### src/rtl/zbpc_ram.sv
// Generic single-write, single-read RAM with registered read data.
module zbpc_ram #(
	parameter int WIDTH = 8,
	parameter int DEPTH = 256
) (
	input  logic                     clk,
	input  logic                     we,
	input  logic [$clog2(DEPTH)-1:0] waddr,
	input  logic [WIDTH-1:0]         wdata,
	input  logic                     re,
	input  logic [$clog2(DEPTH)-1:0] raddr,
	output logic [WIDTH-1:0]         rdata
);

	logic [WIDTH-1:0] mem [DEPTH];
	logic [WIDTH-1:0] rdata_q;

	// Read returns the old contents on a same-address write
	always_ff @(posedge clk) begin
		if (we) begin
			mem[waddr] <= wdata;
		end
		if (re) begin
			rdata_q <= mem[raddr];
		end
	end

	assign rdata = rdata_q;

endmodule

### config.mk
export PLATFORM = sky130hd
export DESIGN_NAME = zbpc_ram
export DESIGN_NICKNAME = d
export VERILOG_FILES = /design/src/rtl/zbpc_ram.sv
export SDC_FILE = /design/constraint.sdc
export NUM_CORES = 2
export LEC_CHECK = 0
export ABC_AREA = 1
export ABC_CLOCK_PERIOD_IN_PS = 1560
export BUFFER_PORTS_ARGS = -buffer_cell sky130_fd_sc_hd__clkbuf_2
export CAP_MARGIN = 20
export CELL_PAD_IN_SITES_DETAIL_PLACEMENT = 0
export CELL_PAD_IN_SITES_GLOBAL_PLACEMENT = 1
export CORE_MARGIN = 3
export CORE_UTILIZATION = 47
export DETAILED_ROUTE_END_ITERATION = 6
export GPL_TIMING_DRIVEN = 0
export PLACE_DENSITY_LB_ADDON = 0.12
export SYNTH_ARGS = -nofsm -noshare
export SYNTH_HDL_FRONTEND = slang
export SYNTH_SLANG_ARGS = --single-unit
### constraint.sdc
create_clock -name clk -period 1.56 [get_ports clk]
set_input_delay 0.078 -clock clk [delete_from_list [all_inputs] [get_ports clk]]
set_output_delay 0.078 -clock clk [all_outputs]
set_load 0.05 [all_outputs]
==> run metrics <==
die area=183000 µm²; first-pass GRT wire length=480 mm; total gr overflow=0; YS warnings=0; hold path startpoint=waddr[6]; hold depth=4; simple-gate share of the synthesized area=22.9%; clock root buffer=clkbuf_16; # Post-CTS Setup Buffers=0; Synth Register Bits=2056; failing checks=negative setup slack; DP Worst Slack=-2270 ps; DRT iter0 DRCs=9000; post-synthesis area per instance=11.9 µm²; PwrDens=1230 nW/µm²; Post-Synth Adder-Cell Area=0%; vias per cell=6.21; crit end category=register; Finish-stage setup viols=484; DPL Wire Length=251 mm; Starting Density=47.3%; wire per inst=36.5 µm; DRT antenna net count=0; M3 GR Usage=11.0%; commonest register cell after synthesis=edfxtp_1; sequential area share after synthesis=74.0%; GP Congestion=1.02; startpoint class of the critical path=input pin; Core Area=176000 µm²; number of synthesized flops with an enable pin=2056; Worst R2R Start=mem[193][5]; Netlist cell types=13; Syn Nets=7030; cells after synthesis=7003; initial antenna violation count=22; maxcap violations=0; final worst setup slack=-395 ps; Slew HR=10.1%; worst-skew pair later-pin latency=900 ps; Routed WL=361 mm; Hold Crit Endpoint=mem[53][7]; chip width=427 µm; post-route cell area=99400 µm²; fillers=14824; most frequent cells after synthesis=nand2_1, edfxtp_1, nand3_1; layout cell share with drive strength beyond 1=19.8%; maximum vdd drop=1.25 mV; Tmin final=1960 ps; Post-Synth XOR/XNOR Area=0%; worst endpoint data arrival time=2680 ps; final hold vios=0; htree depth=4; CP max FO=10; max-slew violations=0; Vias=61347; Synth Area in Compound Gates=0%; I/O Buffers=27; cts bufs inserted=211; R2R Setup Slk=-250 ps; M1 GR Usage=50.7%; RSZ-0062 raised after global routing=true; largest net degree at the start of global routing=154; Finished Layout Cells=9883; slowest stage cell, crit path=clkbuf_1; Max Fclk=511 MHz; WS Path Type=in2reg; most frequent cell after synthesis=nand2_1; CTS tree=done; Max stage delay on crit path=1000 ps; DRC Markers=0; clock-pin transition on the worst setup and hold timing paths=70 ps; share of the synthesized area in the top cell type=74.0%; Data required, critical path=2280 ps; Slew @ Worst Pin=1350 ps; FFs w/ async S/R, synth=0%; GRT Util Overall=39.3%; Reg2Reg Depth=10; largest buffer count on any clock path=3; RR Endpoint=rdata[5]; clock tree sinks=2056; P&R area growth vs syn=19.1%; Leak Pwr=34.8 nW; Hold/Removal Path Class=in2reg; status=complete, but fails checks; post-synth top area cell=edfxtp_1; post-route clock period utilization=125%; crit-path cells=clkbuf_2 -> inv_2 -> clkbuf_1 -> nand3_2 -> nand3_2 -> nand3_4 -> nand2_2 -> nand2_4 -> nand2_2; Die H=427 µm; hold_ws=49.4 ps; top cells by area, synth=edfxtp_1, nand3_1, nand2_1; GRT busiest layer=met2; drt pass-1 iters=7; power after layout=0.122 W; CP Launch Point=raddr[4]; io pins=35; vias in the first global route=56622; met2 Resource Use GR=58.7%; area post-placement=88100 µm²; Layout Nets=7385; mux contribution to synthesized area=0%; placed insts=9470; Cell Area, Synth=83500 µm²; Core Rows=154; Final Skew=35.7 ps; combinational family with the most area after synthesis=simple AND/OR/NAND/NOR gates
-- worst max-delay path by stage --
stage | endpoint | slack (ps) | cells past startpoint
2_1_floorplan | mem[162][0] | -9 | 4
3_3_place_gp | mem[144][4] | -4050 | 1
3_5_place_dp | rdata[3] | -2270 | 12
4_1_cts | mem[44][3] | -290 | 7
5_1_grt | rdata[2] | -260 | 10
6_report | rdata[5] | -400 | 9
-- layer usage --
layer / wire (µm) / vias to the layer above
met4: 27900 / 8
met2: 159000 / 4237
met1: 131000 / 30389
li1: - / 25668
met5: 57 / -
met3: 43300 / 1045
-- power breakdown --
part           total, W  internal, W  leakage, nW  switching (W)
Clock            0.0508       0.0284         3.32         0.0223
Combinational    0.0105      0.00237         12.9        0.00814
Sequential       0.0610       0.0609         18.5      0.0000464
-- kinds of logic (layout without fill, tap and decap cells) --
family / count (synthesis) / in the layout
simple gates: 4425 / 4425
buf+inv: 522 / 1049
other cells: 0 / 13
flops: 2056 / 2056
-- placed cells by master, fill, tap and decap left out, drive strengths merged --
master and count:
nand2 2123, diode 13, nand3 2019, buf 446, clkinvlp 5, edfxtp 2056, clkdlybuf4s15 10, clkbuf 408
nor2 283, dlygate4sd3 11, bufinv 21, clkdlybuf4s18 1, inv 51, clkinv 96
-- sequential cells by signal, indices dropped and copies added (netlist names) --
| register | cells |
|---|---|
| mem | 2048 |
| rdata | 8 |
-- worst max-delay path: cells and delay by family --
family | cells | cell delay, ps
buffers and inverters | 3 | 1630
and+or+nand+nor | 6 | 930
-- cell type report --
cell class | count | area [µm²] | area share (%)
Clock inverter | 134 | 1340 | 1.35
Inverter | 39 | 149 | 0.150
Sequential cell | 2056 | 61700 | 62.1
Timing Repair Buffer | 142 | 1910 | 1.93
Multi-Input combinational cell | 4425 | 22900 | 23.0
Clock buffer | 251 | 5450 | 5.48
Antenna cell | 13 | 32.5 | 0.0327
Tap cell | 2340 | 2930 | 2.95
Buffer | 483 | 2960 | 2.98
-- per-stage QoR --
| step | util [%] | setup TNS (ps) |
|---|---|---|
| 3_3_place_gp | 49.1 | - |
| 6_report | 56.4 | -39710 |
| 4_1_cts | 55.2 | -21040 |
| 2_1_floorplan | - | -774 |
| 5_1_grt | 56.4 | -19340 |
| 3_5_place_dp | 50.0 | -2391820 |
-- what timing repair did --
action,4_1_cts,5_1_grt
endpoints found under the setup margin,1700,1067
pin swaps,44,113
endpoints found under the hold margin,527,0
resized for setup,656,467
hold buffers,11,0
Power figures use the tool's default switching activity.
